**config.mk**
```make
export PLATFORM = sky130hd
export DESIGN_NAME = biquad_iir_wet_dry
export DESIGN_NICKNAME = d
export VERILOG_FILES = /design/src/sv/bq_pkg.sv /design/src/sv/bq_regs.sv /design/src/sv/bq_mac.sv /design/src/sv/bq_seq.sv /design/src/sv/biquad_iir_wet_dry.sv
export SDC_FILE = /design/constraint.sdc
export NUM_CORES = 2
export LEC_CHECK = 0
export ABC_AREA = 1
export BUFFER_PORTS_ARGS = -buffer_cell sky130_fd_sc_hd__buf_2
export CAP_MARGIN = 10
export CORE_UTILIZATION = 25
export DETAILED_ROUTE_END_ITERATION = 16
export PLACE_DENSITY = 0.47
export SLEW_MARGIN = 20
export SYNTH_ARGS = -nofsm -noshare
export SYNTH_HDL_FRONTEND = slang
export SYNTH_SLANG_ARGS = --single-unit
```
**constraint.sdc**
```tcl
create_clock -name i_clk -period 24 [get_ports i_clk]
set_input_delay 4.8 -clock i_clk [delete_from_list [all_inputs] [get_ports i_clk]]
set_output_delay 4.8 -clock i_clk [all_outputs]
set_load 0.02 [all_outputs]
```
**src/sv/bq_pkg.sv**
```systemverilog
// Package with widths, codes and shared types of the biquad wet/dry filter.
package bq_pkg;

    // Field and coefficient widths.
    localparam int SAMPLE_BITS    = 24;
    localparam int COEF_BITS      = 32;
    localparam int COEF_FRAC_BITS = 24;

    // Product and accumulator widths; five products need three guard bits.
    localparam int PROD_BITS = SAMPLE_BITS + COEF_BITS;
    localparam int ACC_BITS  = PROD_BITS + 3;
    localparam int SHR_BITS  = ACC_BITS - COEF_FRAC_BITS;

    // Configuration register file.
    localparam int NUM_REGS     = 7;
    localparam int CFG_IDX_BITS = $clog2(NUM_REGS);

    // Rounding constant and saturation limits.
    localparam logic signed [ACC_BITS-1:0] ROUND_HALF =
        ACC_BITS'(1) << (COEF_FRAC_BITS - 1);
    localparam logic signed [SHR_BITS-1:0] SAT_MAX_W =
        (SHR_BITS'(1) << (SAMPLE_BITS - 1)) - SHR_BITS'(1);
    localparam logic signed [SHR_BITS-1:0] SAT_MIN_W = ~SAT_MAX_W;
    localparam logic [SAMPLE_BITS-1:0] SAT_MAX = {1'b0, {(SAMPLE_BITS-1){1'b1}}};
    localparam logic [SAMPLE_BITS-1:0] SAT_MIN = {1'b1, {(SAMPLE_BITS-1){1'b0}}};

    // Reset value 1.0 of the unity gains.
    localparam logic signed [COEF_BITS-1:0] COEF_ONE =
        COEF_BITS'(1) << COEF_FRAC_BITS;

    // Register indexes of the configuration port.
    typedef enum logic [CFG_IDX_BITS-1:0] {
        REG_FF0 = 3'd0,
        REG_FF1 = 3'd1,
        REG_FF2 = 3'd2,
        REG_FB1 = 3'd3,
        REG_FB2 = 3'd4,
        REG_WET = 3'd5,
        REG_DRY = 3'd6
    } t_reg_idx;

    // Product terms fed to the shared multiplier, in issue order.
    typedef enum logic [2:0] {
        T_FF0 = 3'd0,
        T_FF1 = 3'd1,
        T_FF2 = 3'd2,
        T_FB1 = 3'd3,
        T_FB2 = 3'd4,
        T_DRY = 3'd5,
        T_WET = 3'd6
    } t_term;

    // Sequencer states.
    typedef enum logic [2:0] {
        S_IDLE,
        S_FILT,
        S_FWAIT,
        S_YLAT,
        S_MIX,
        S_MWAIT,
        S_DONE
    } t_state;

    // Coefficient set.
    typedef struct packed {
        logic signed [COEF_BITS-1:0] ff0;
        logic signed [COEF_BITS-1:0] ff1;
        logic signed [COEF_BITS-1:0] ff2;
        logic signed [COEF_BITS-1:0] fb1;
        logic signed [COEF_BITS-1:0] fb2;
        logic signed [COEF_BITS-1:0] wet;
        logic signed [COEF_BITS-1:0] dry;
    } t_coefs;

    // Commands to the multiply-accumulate unit.
    typedef struct packed {
        logic issue;
        logic first;
        logic neg;
    } t_mac_op;

    // Sequencer control word.
    typedef struct packed {
        t_mac_op mac;
        t_term   term;
        logic    load_y;
        logic    load_out;
    } t_ctl;

endpackage

```
**src/sv/bq_regs.sv**
```systemverilog
// Configuration register file holding the filter and mix coefficients.
module bq_regs import bq_pkg::*; (
    input  logic                    i_clk,
    input  logic                    i_rst_n,
    input  logic                    i_cfg_valid,
    input  logic [CFG_IDX_BITS-1:0] i_cfg_index,
    input  logic [COEF_BITS-1:0]    i_cfg_data,
    output t_coefs                  o_coefs
);

    t_coefs r_coefs;
    t_coefs n_coefs;

    // Decode the index; unused codes leave every register alone.
    always_comb begin
        n_coefs = r_coefs;
        if (i_cfg_valid) begin
            case (t_reg_idx'(i_cfg_index))
                REG_FF0: n_coefs.ff0 = i_cfg_data;
                REG_FF1: n_coefs.ff1 = i_cfg_data;
                REG_FF2: n_coefs.ff2 = i_cfg_data;
                REG_FB1: n_coefs.fb1 = i_cfg_data;
                REG_FB2: n_coefs.fb2 = i_cfg_data;
                REG_WET: n_coefs.wet = i_cfg_data;
                REG_DRY: n_coefs.dry = i_cfg_data;
                default: n_coefs = r_coefs;
            endcase
        end
    end

    // Reset to a straight wire: unity feedforward and unity wet gain.
    always_ff @(posedge i_clk) begin
        if (!i_rst_n) begin
            r_coefs.ff0 <= COEF_ONE;
            r_coefs.ff1 <= '0;
            r_coefs.ff2 <= '0;
            r_coefs.fb1 <= '0;
            r_coefs.fb2 <= '0;
            r_coefs.wet <= COEF_ONE;
            r_coefs.dry <= '0;
        end else begin
            r_coefs <= n_coefs;
        end
    end

    assign o_coefs = r_coefs;

endmodule

```
**src/sv/bq_mac.sv**
```systemverilog
// Shared multiply-accumulate unit with rounding and saturation of the sum.
module bq_mac import bq_pkg::*; (
    input  logic                          i_clk,
    input  logic                          i_rst_n,
    input  t_mac_op                       i_op,
    input  logic signed [COEF_BITS-1:0]   i_coef,
    input  logic signed [SAMPLE_BITS-1:0] i_sample,
    output logic [SAMPLE_BITS-1:0]        o_sat
);

    logic signed [PROD_BITS-1:0] r_prod;
    logic signed [PROD_BITS-1:0] n_prod;
    logic                        r_pvld;
    logic                        r_first;
    logic                        r_neg;
    logic signed [ACC_BITS-1:0]  r_acc;
    logic signed [ACC_BITS-1:0]  n_acc;
    logic signed [ACC_BITS-1:0]  prod_ext;
    logic signed [ACC_BITS-1:0]  acc_base;
    logic signed [ACC_BITS-1:0]  rnd;
    logic signed [SHR_BITS-1:0]  shr;

    // First stage: one signed product.
    assign n_prod = i_coef * i_sample;

    always_ff @(posedge i_clk) begin
        r_prod  <= n_prod;
        r_first <= i_op.first;
        r_neg   <= i_op.neg;
    end

    always_ff @(posedge i_clk) begin
        if (!i_rst_n) begin
            r_pvld <= 1'b0;
        end else begin
            r_pvld <= i_op.issue;
        end
    end

    // Second stage: add or subtract the product, restarting on the first term.
    always_comb begin
        prod_ext = ACC_BITS'(r_prod);
        acc_base = r_first ? '0 : r_acc;
        n_acc    = r_neg ? acc_base - prod_ext : acc_base + prod_ext;
    end

    always_ff @(posedge i_clk) begin
        if (r_pvld) begin
            r_acc <= n_acc;
        end
    end

    // Round half up, drop the fraction and clamp to the sample range.
    always_comb begin
        rnd = r_acc + ROUND_HALF;
        shr = rnd[ACC_BITS-1:COEF_FRAC_BITS];
        if (shr > SAT_MAX_W) begin
            o_sat = SAT_MAX;
        end else if (shr < SAT_MIN_W) begin
            o_sat = SAT_MIN;
        end else begin
            o_sat = shr[SAMPLE_BITS-1:0];
        end
    end

endmodule

```
**src/sv/bq_seq.sv**
```systemverilog
// Sequencer that issues the seven products of one sample to the shared unit.
module bq_seq import bq_pkg::*; (
    input  logic i_clk,
    input  logic i_rst_n,
    input  logic i_start,
    input  logic i_out_free,
    output logic o_idle,
    output t_ctl o_ctl
);

    t_state     r_state;
    t_state     n_state;
    logic [2:0] r_cnt;
    logic [2:0] n_cnt;

    // Next state and term counter.
    always_comb begin
        n_state = r_state;
        n_cnt   = r_cnt;
        case (r_state)
            S_IDLE: begin
                n_cnt = '0;
                if (i_start) begin
                    n_state = S_FILT;
                end
            end
            S_FILT: begin
                n_cnt = r_cnt + 3'd1;
                if (t_term'(r_cnt) == T_FB2) begin
                    n_state = S_FWAIT;
                end
            end
            S_FWAIT: n_state = S_YLAT;
            S_YLAT:  n_state = S_MIX;
            S_MIX:   n_state = S_MWAIT;
            S_MWAIT: n_state = S_DONE;
            S_DONE: begin
                if (i_out_free) begin
                    n_state = S_IDLE;
                end
            end
            default: n_state = S_IDLE;
        endcase
    end

    always_ff @(posedge i_clk) begin
        if (!i_rst_n) begin
            r_state <= S_IDLE;
            r_cnt   <= '0;
        end else begin
            r_state <= n_state;
            r_cnt   <= n_cnt;
        end
    end

    // Control outputs per state.
    always_comb begin
        o_ctl  = '0;
        o_idle = 1'b0;
        case (r_state)
            S_IDLE: o_idle = 1'b1;
            S_FILT: begin
                o_ctl.term      = t_term'(r_cnt);
                o_ctl.mac.issue = 1'b1;
                o_ctl.mac.first = (t_term'(r_cnt) == T_FF0);
                o_ctl.mac.neg   = (t_term'(r_cnt) == T_FB1) ||
                                  (t_term'(r_cnt) == T_FB2);
            end
            S_YLAT: begin
                o_ctl.load_y    = 1'b1;
                o_ctl.term      = T_DRY;
                o_ctl.mac.issue = 1'b1;
                o_ctl.mac.first = 1'b1;
            end
            S_MIX: begin
                o_ctl.term      = T_WET;
                o_ctl.mac.issue = 1'b1;
            end
            S_DONE: o_ctl.load_out = i_out_free;
            default: o_ctl = '0;
        endcase
    end

endmodule

```
**src/sv/biquad_iir_wet_dry.sv**
```systemverilog
// Direct form I biquad with wet/dry mix. One signed multiplier serves all seven
// products of a sample under a small sequencer. Once a word is accepted, the
// sequencer issues the five filter products in turn, waits for the last
// product to reach the accumulator, latches the filter output and issues the
// dry product, issues the wet product, waits for that product to reach the
// accumulator and loads the output register. It then returns to idle, and only
// there takes the next word, so no word is taken while one is in progress.
// The result may still wait at the output while the next word is taken; a
// result still stalled there when the next one is ready holds the load, and so
// the next input, until it is taken. Coefficients are Q8.24.
module biquad_iir_wet_dry import bq_pkg::*; (
    input  logic                    i_clk,
    input  logic                    i_rst_n,
    input  logic                    i_valid,
    output logic                    o_stall,
    input  logic [SAMPLE_BITS-1:0]  i_sample_in,
    output logic                    o_valid,
    input  logic                    i_stall,
    output logic [SAMPLE_BITS-1:0]  o_sample_out,
    input  logic                    i_cfg_valid,
    output logic                    o_cfg_ready,
    input  logic [CFG_IDX_BITS-1:0] i_cfg_index,
    input  logic [COEF_BITS-1:0]    i_cfg_data
);

    t_coefs                  coefs;
    t_ctl                    ctl;
    logic                    idle;
    logic                    accept;
    logic                    out_free;
    logic [SAMPLE_BITS-1:0]  sat;
    logic signed [COEF_BITS-1:0]   op_coef;
    logic signed [SAMPLE_BITS-1:0] op_sample;

    logic signed [SAMPLE_BITS-1:0] r_x;
    logic signed [SAMPLE_BITS-1:0] r_xd1;
    logic signed [SAMPLE_BITS-1:0] r_xd2;
    logic signed [SAMPLE_BITS-1:0] r_yd1;
    logic signed [SAMPLE_BITS-1:0] r_yd2;
    logic [SAMPLE_BITS-1:0]        r_out;
    logic                          r_out_valid;

    assign o_cfg_ready = 1'b1;
    assign o_stall     = !idle;
    assign accept      = i_valid && idle;
    assign out_free    = !r_out_valid || !i_stall;

    bq_regs u_regs (
        .i_clk       (i_clk),
        .i_rst_n     (i_rst_n),
        .i_cfg_valid (i_cfg_valid),
        .i_cfg_index (i_cfg_index),
        .i_cfg_data  (i_cfg_data),
        .o_coefs     (coefs)
    );

    bq_seq u_seq (
        .i_clk      (i_clk),
        .i_rst_n    (i_rst_n),
        .i_start    (accept),
        .i_out_free (out_free),
        .o_idle     (idle),
        .o_ctl      (ctl)
    );

    // Operand selection for the term being issued.
    always_comb begin
        case (ctl.term)
            T_FF0:   begin op_coef = coefs.ff0; op_sample = r_x;   end
            T_FF1:   begin op_coef = coefs.ff1; op_sample = r_xd1; end
            T_FF2:   begin op_coef = coefs.ff2; op_sample = r_xd2; end
            T_FB1:   begin op_coef = coefs.fb1; op_sample = r_yd1; end
            T_FB2:   begin op_coef = coefs.fb2; op_sample = r_yd2; end
            T_DRY:   begin op_coef = coefs.dry; op_sample = r_x;   end
            T_WET:   begin op_coef = coefs.wet; op_sample = r_yd1; end
            default: begin op_coef = '0;        op_sample = '0;    end
        endcase
    end

    bq_mac u_mac (
        .i_clk    (i_clk),
        .i_rst_n  (i_rst_n),
        .i_op     (ctl.mac),
        .i_coef   (op_coef),
        .i_sample (op_sample),
        .o_sat    (sat)
    );

    // Current input word.
    always_ff @(posedge i_clk) begin
        if (accept) begin
            r_x <= i_sample_in;
        end
    end

    // Delay line shifts once the filter output is known.
    always_ff @(posedge i_clk) begin
        if (!i_rst_n) begin
            r_xd1 <= '0;
            r_xd2 <= '0;
            r_yd1 <= '0;
            r_yd2 <= '0;
        end else if (ctl.load_y) begin
            r_xd2 <= r_xd1;
            r_xd1 <= r_x;
            r_yd2 <= r_yd1;
            r_yd1 <= sat;
        end
    end

    // Output register holds the mixed word until it is taken.
    always_ff @(posedge i_clk) begin
        if (ctl.load_out) begin
            r_out <= sat;
        end
    end

    always_ff @(posedge i_clk) begin
        if (!i_rst_n) begin
            r_out_valid <= 1'b0;
        end else if (ctl.load_out) begin
            r_out_valid <= 1'b1;
        end else if (!i_stall) begin
            r_out_valid <= 1'b0;
        end
    end

    assign o_valid      = r_out_valid;
    assign o_sample_out = r_out;

endmodule

```
## After elaboration in Yosys (flattened, before gate mapping)

Index checks and enable logic that the tools add are counted.

- Muxes and demuxes: 19
- Eq/ne operators: 24
- Bitwise operators: 0
- Div/mod/pow operators: 0
- $lt $le $gt $ge: 2
- $add $sub $neg: 4
- Reductions and logical operators: 22
- Shift operators: 0
- $mul: 1

Operators by type and width:

| kind | count |
|---|---|
| $pmux 32 s7 | 1 |
| $pmux 24 s5 | 1 |
| $mux 59 | 2 |
| $add 59x25->59 const B | 1 |
| $add 59x56->59 | 1 |
| $sub 59x56->59 | 1 |
| $mul 32x24->56 | 1 |
| $mux 24 | 2 |
| $gt 35x24->1 const B | 1 |
| $lt 35x24->1 const B | 1 |
| $eq 3x3->1 const B | 10 |
| $eq 3x2->1 const B | 7 |
| $pmux 3 s7 | 1 |
| $reduce_and 2->1 | 7 |
| $logic_not 3->1 | 4 |
| $eq 3x1->1 const B | 3 |
| $mux 3 | 3 |
| $pmux 3 s3 | 1 |
| $mux 1 | 6 |
| $ne 2x1->1 const B | 3 |
| $pmux 3 s2 | 1 |
| $reduce_or 2->1 | 2 |
| $add 3x1->3 const B | 1 |
| $logic_not 1->1 | 3 |
| 7 further kinds | 8 |

- Bits in writable memories: 0
- Memories kept: 0
- Bits in latches: 0
- Register bits: 493
- Input port bits: 64
- Output and inout bits: 27
- Word-level logic and storage cells: 93
- Bits in read-only memories: 0

## Logic depth before layout (Yosys ltp)

- Depth in word-level cells: 6
- Gate-level depth with buffers: 41

## Hierarchy

A second synthesis with hierarchy kept.

- Cells, all modules: 7879
- Area, all modules: 56492.9 um^2

By module, submodules not included:

| module | seq. area each (um^2) | cells each | times used | area an instance (um^2) |
|---|---|---|---|---|
| bq_mac | 2952.8 | 5307 | 1 | 39034.9 |
| bq_regs | 4484.3 | 1265 | 1 | 8745.9 |
| biquad_iir_wet_dry | 3383.2 | 1241 | 1 | 8308.0 |
| bq_seq | 120.1 | 66 | 1 | 404.1 |

## Worst setup path after synthesis

No wires, ideal clock.

- Path kind: register -> register
- Start point: reg u_seq.r_state[1]
- End point: reg u_mac.r_prod[55]
- Path slack: 16.237 ns
- Cell stages (with the launch flop): 34
- Clock period less this slack: 7.763 ns
- Buffers on the path: 4
- Data arrival time: 7.649 ns
- Setup time: 0.114 ns
- Cell sequence: dfxtp_1 > inv_2 > nand3_1 > a21boi_2 > nand2_1 > nor2_1 > buf_4 > buf_6 > buf_6 > nand2_1 > nand4_1 > buf_2 > nand2_1 > fa_1 > inv_1 > fa_1 > inv_1 > fa_1 > inv_1 > fa_1 > inv_1 > fa_1 > inv_1 > fa_1 > fa_1 > ha_1 > a21oi_1 > o21ai_0 > a221oi_1 > nand2_1 > a21oi_1 > nand2_1 > nand2_1 > nand2_1

- Longest elaborated chain between the ends: 6

Ends and longest elaborated chain:

| what | line | text |
|---|---|---|
| start, declared | bq_seq.sv:11 | `t_state r_state;` |
| start signal, assigned | bq_seq.sv:51 | `r_state <= n_state;` |
| $eq 3x3->1 (tied with other cells) | bq_seq.sv:60 | `case (r_state)` |
| $pmux 3 s3 * | bq_seq.sv:60 |  |
| $eq 3x3->1 (tied with other cells) | biquad_iir_wet_dry.sv:68 | `case (ctl.term)` |
| $reduce_or 2->1 (no line) | n/a |  |
| $pmux 24 s5 | biquad_iir_wet_dry.sv:68 |  |
| $mul 32x24->56 * | bq_mac.sv:24 | `assign n_prod = i_coef * i_sample;` |
| net u_mac.n_prod[55] | bq_mac.sv:12 | `logic signed [PROD_BITS-1:0] n_prod;` |
| end signal, assigned | bq_mac.sv:27 | `r_prod <= n_prod;` |
| end, declared | bq_mac.sv:11 | `logic signed [PROD_BITS-1:0] r_prod;` |

Mark *: on every way through the listed nets, which the timed path passes. The rest lies on a longest branch.
A chain may end at the register's enable or synchronous reset.

## Final worst setup path

Same ends and word-level chain as after synthesis.

==> results.md <==
- All-Layer GR Usage: 17.3%
- Power Dens Cells: 124 nW/um2
- Setup tns final: 0 ns
- WL/cell: 19.1 um
- 1st-pass router iterations: 14
- TritonCTS clock tree: built
- Failing checks: DRC
- I/O Buffers: 89
- Synth Warn #: 0
- GPL Wtd Cong: 0.908
- Final min period: 10.10 ns
- Synth Cell Area: 53,400 um2
- LEAKAGE: 28.7 nW
- Max cap viols: 0
- Critical path class: reg2reg
- Non-filler cells, final: 9,777
- Sequential cell area fraction in the yosys report: 20.5%
- Slew Viols, Final: 0
- Main synth FF type: dfxtp_1
- Antenna violations before repair: 2
- Final core utilization: 27.8%
- First-pass GRT wire length: 287,000 um
- Die area: 215,000 um2
- DIE HEIGHT: 464 um
- Crit Path Max Fanout: 31
- Row count: 169
- Slowest stage cell, crit path: fa_1
- Startpoint types: flop
- Drt first-iter violations: 3,236
- Routed Wire Length: 187,000 um
- DRC Markers: 20
- Worst EP arrival: 10.65 ns
- Htree depth: 2
- Vias in the first global route: 46,200
- Layout area overhead: 10.4%
- Final ANT Viol Nets: 0
- RSZ-0062 raised after global routing: no
- Area contributors post-synth: fa_1 (29%), dfxtp_1 (14%), inv_1 (10%), nand2_1 (9.7%), nor2_1 (6.5%)
- Layout cells sized above 1: 5.13%
- DP Area: 56,900 um2
- Worst-skew pair later-pin latency: 0.72 ns
- Syn Nets: 8,000
- Status: complete, but fails checks
- Peak supply drop: 0.121 mV
- Die X-Extent: 464 um
- Critical path endpoint category: flop
- Post-CTS resize count: 0
- Endpoints failing setup: 0
- Cells after synthesis: 6,940
- Core region area: 212,000 um2
- Most common cell in the netlist: inv_1
- Post-synth EDFFs: 107
- Tcrit/Tclk final: 42.1%
- Endpoints failing hold: 0
- Clock skew: 0.0661 ns
- Total global routing overflow: 0
- Crit-path leading delay family: adder cells
- HPWL after DPL: 144,000 um
- Flop and latch count out of synthesis: 493
- TritonCTS Buffers: 56
- I/O pin cnt: 91
- Fmax: 0.0990 GHz
- CTS max path bufs: 3
- Setup bufs post-CTS: 0
- Initial core utilization: 25.2%
- Clock slew at reported path FFs: 0.06 ns
- Slowest stage delay, CP: 0.89 ns
- Drt via density: 4.56
- Worst-Margin Slew: 1.16 ns
- Cell count after placement: 9,669
- Vias: 44,600
- Cell taking the most area after synthesis: fa_1
- Post-Layout Inst Area: 58,900 um2
- WP data required: 24.55 ns
- Top-area cell type share of the netlist area: 29.4%
- CTS root buffer: clkbuf_16
- Slew HR: 22.3%
- Cell variety after synth: 58
- Worst path bufs/invs: 8
- Largest net degree at the start of global routing: 116
- Clock Sinks: 493
- Ys async rst share: 0%
- Hold Path Class: reg2reg
- Syn_area_per_cell: 7.69 um2
- # hold bufs at CTS: 0
- Total Nets Final: 7,966
- Post-synth top cells: inv_1 (1,477), nand2_1 (1,379), nor2_1 (923)
[power by group]
group / internal [W] / switching, W / total [W]
clock: 0.000550 / 0.000401 / 0.000952
sequential: 0.00106 / 0.000117 / 0.00118
combinational: 0.00170 / 0.00347 / 0.00517
[worst paths after layout]
| check | start | end | slack (ns) | cells after the start |
|---|---|---|---|---|
| max | u_seq.r_state[1]$_SDFFE_PN0P_ | u_mac.r_prod[55]$_DFF_P_ | 13.90 | 32 |
| min | u_regs.o_coefs[157]$_SDFFE_PN0P_ | u_regs.o_coefs[157]$_SDFFE_PN0P_ | 0.45 | 2 |
| max reg2reg | u_seq.r_state[1]$_SDFFE_PN0P_ | u_mac.r_prod[55]$_DFF_P_ | 13.90 | 32 |
| min reg2reg | u_regs.o_coefs[157]$_SDFFE_PN0P_ | u_regs.o_coefs[157]$_SDFFE_PN0P_ | 0.45 | 2 |
[metal layers]
| layer | share of wire, % | global-route usage, % | vias to the layer above |
|---|---|---|---|
| met3 | 4.9 | 1.78 | 198 |
| li1 | - | - | 20900 |
| met5 | 0 | 0 | - |
| met4 | 1.9 | 3.43 | 0 |
| met1 | 45 | 23.4 | 22300 |
| met2 | 48 | 29.8 | 1212 |
[layout by cell type (no fill, tap or decap), drive strengths merged, types with 16 or more instances in the layout]
cell / Yosys / final
inv: 1495 / 1499
nand2: 1390 / 1390
nor2: 933 / 933
fa: 784 / 784
o21ai: 432 / 432
dfxtp: 386 / 386
a21oi: 263 / 263
ha: 212 / 212
buf: 152 / 175
nand3: 149 / 149
xor2: 145 / 145
edfxtp: 107 / 107
clkbuf: 115 / 68
nor3: 47 / 47
xnor2: 44 / 44
a22oi: 42 / 42
nand4: 41 / 41
a31oi: 27 / 27
o21bai: 26 / 26
a21o: 20 / 20
clkinv: 3 / 20
o22ai: 18 / 18
nor4: 16 / 16
[logic make-up (layout without fill, tap and decap cells)]
group,Yosys count,after routing,synth area share [%]
AND/OR/NAND/NOR,2593,2593,19.4
buffers and inverters,1765,1779,13.0
adder cells (fa/ha/maj),996,996,34.4
AO/OA/AOI/OAI,903,903,9.62
flip-flops,493,493,20.5
XOR/XNOR,189,189,3.10
other,1,3,0.00703
[sequential cells by signal, summed over array words and instances, names as in the netlist]
register,flops
o_sample_out,24
o_valid,1
r_x,24
r_xd1,24
r_xd2,24
r_yd1,24
r_yd2,24
u_mac.r_acc,59
u_mac.r_first,1
u_mac.r_neg,1
u_mac.r_prod,56
u_mac.r_pvld,1
u_regs.o_coefs,224
u_seq.r_cnt,3
u_seq.r_state,3
[layout make-up]
type / count / area, um2
clock buffers: 68 / 1510
inverters: 1498 / 5630
well taps: 2821 / 3530
repair buffers: 175 / 1100
flip-flops and latches: 493 / 10900
fillers: 23000 / 153000
clock inverters: 38 / 519
diodes: 2 / 5.00
multi-input cells: 4682 / 35700
[through the flow]
stage	hold slack (ns)	power, W	worst slack, ns
2_1_floorplan	0.425	0.00457	16.24
3_3_place_gp	0.438	0.00634	14.05
3_5_place_dp	0.444	0.00634	13.86
4_1_cts	0.455	0.00731	13.82
5_1_grt	0.465	0.00796	13.15
6_report	0.453	0.00730	13.90
[worst reg2reg max path: cells and delay by family, from the launching register on]
family / cells / cell delay (ns)
fa+ha+maj: 8 / 4.57
buf+inv: 8 / 2.07
simple gates: 10 / 1.61
compound gates: 6 / 1.29
flops: 1 / 0.41
Power figures use the tool's default switching activity.
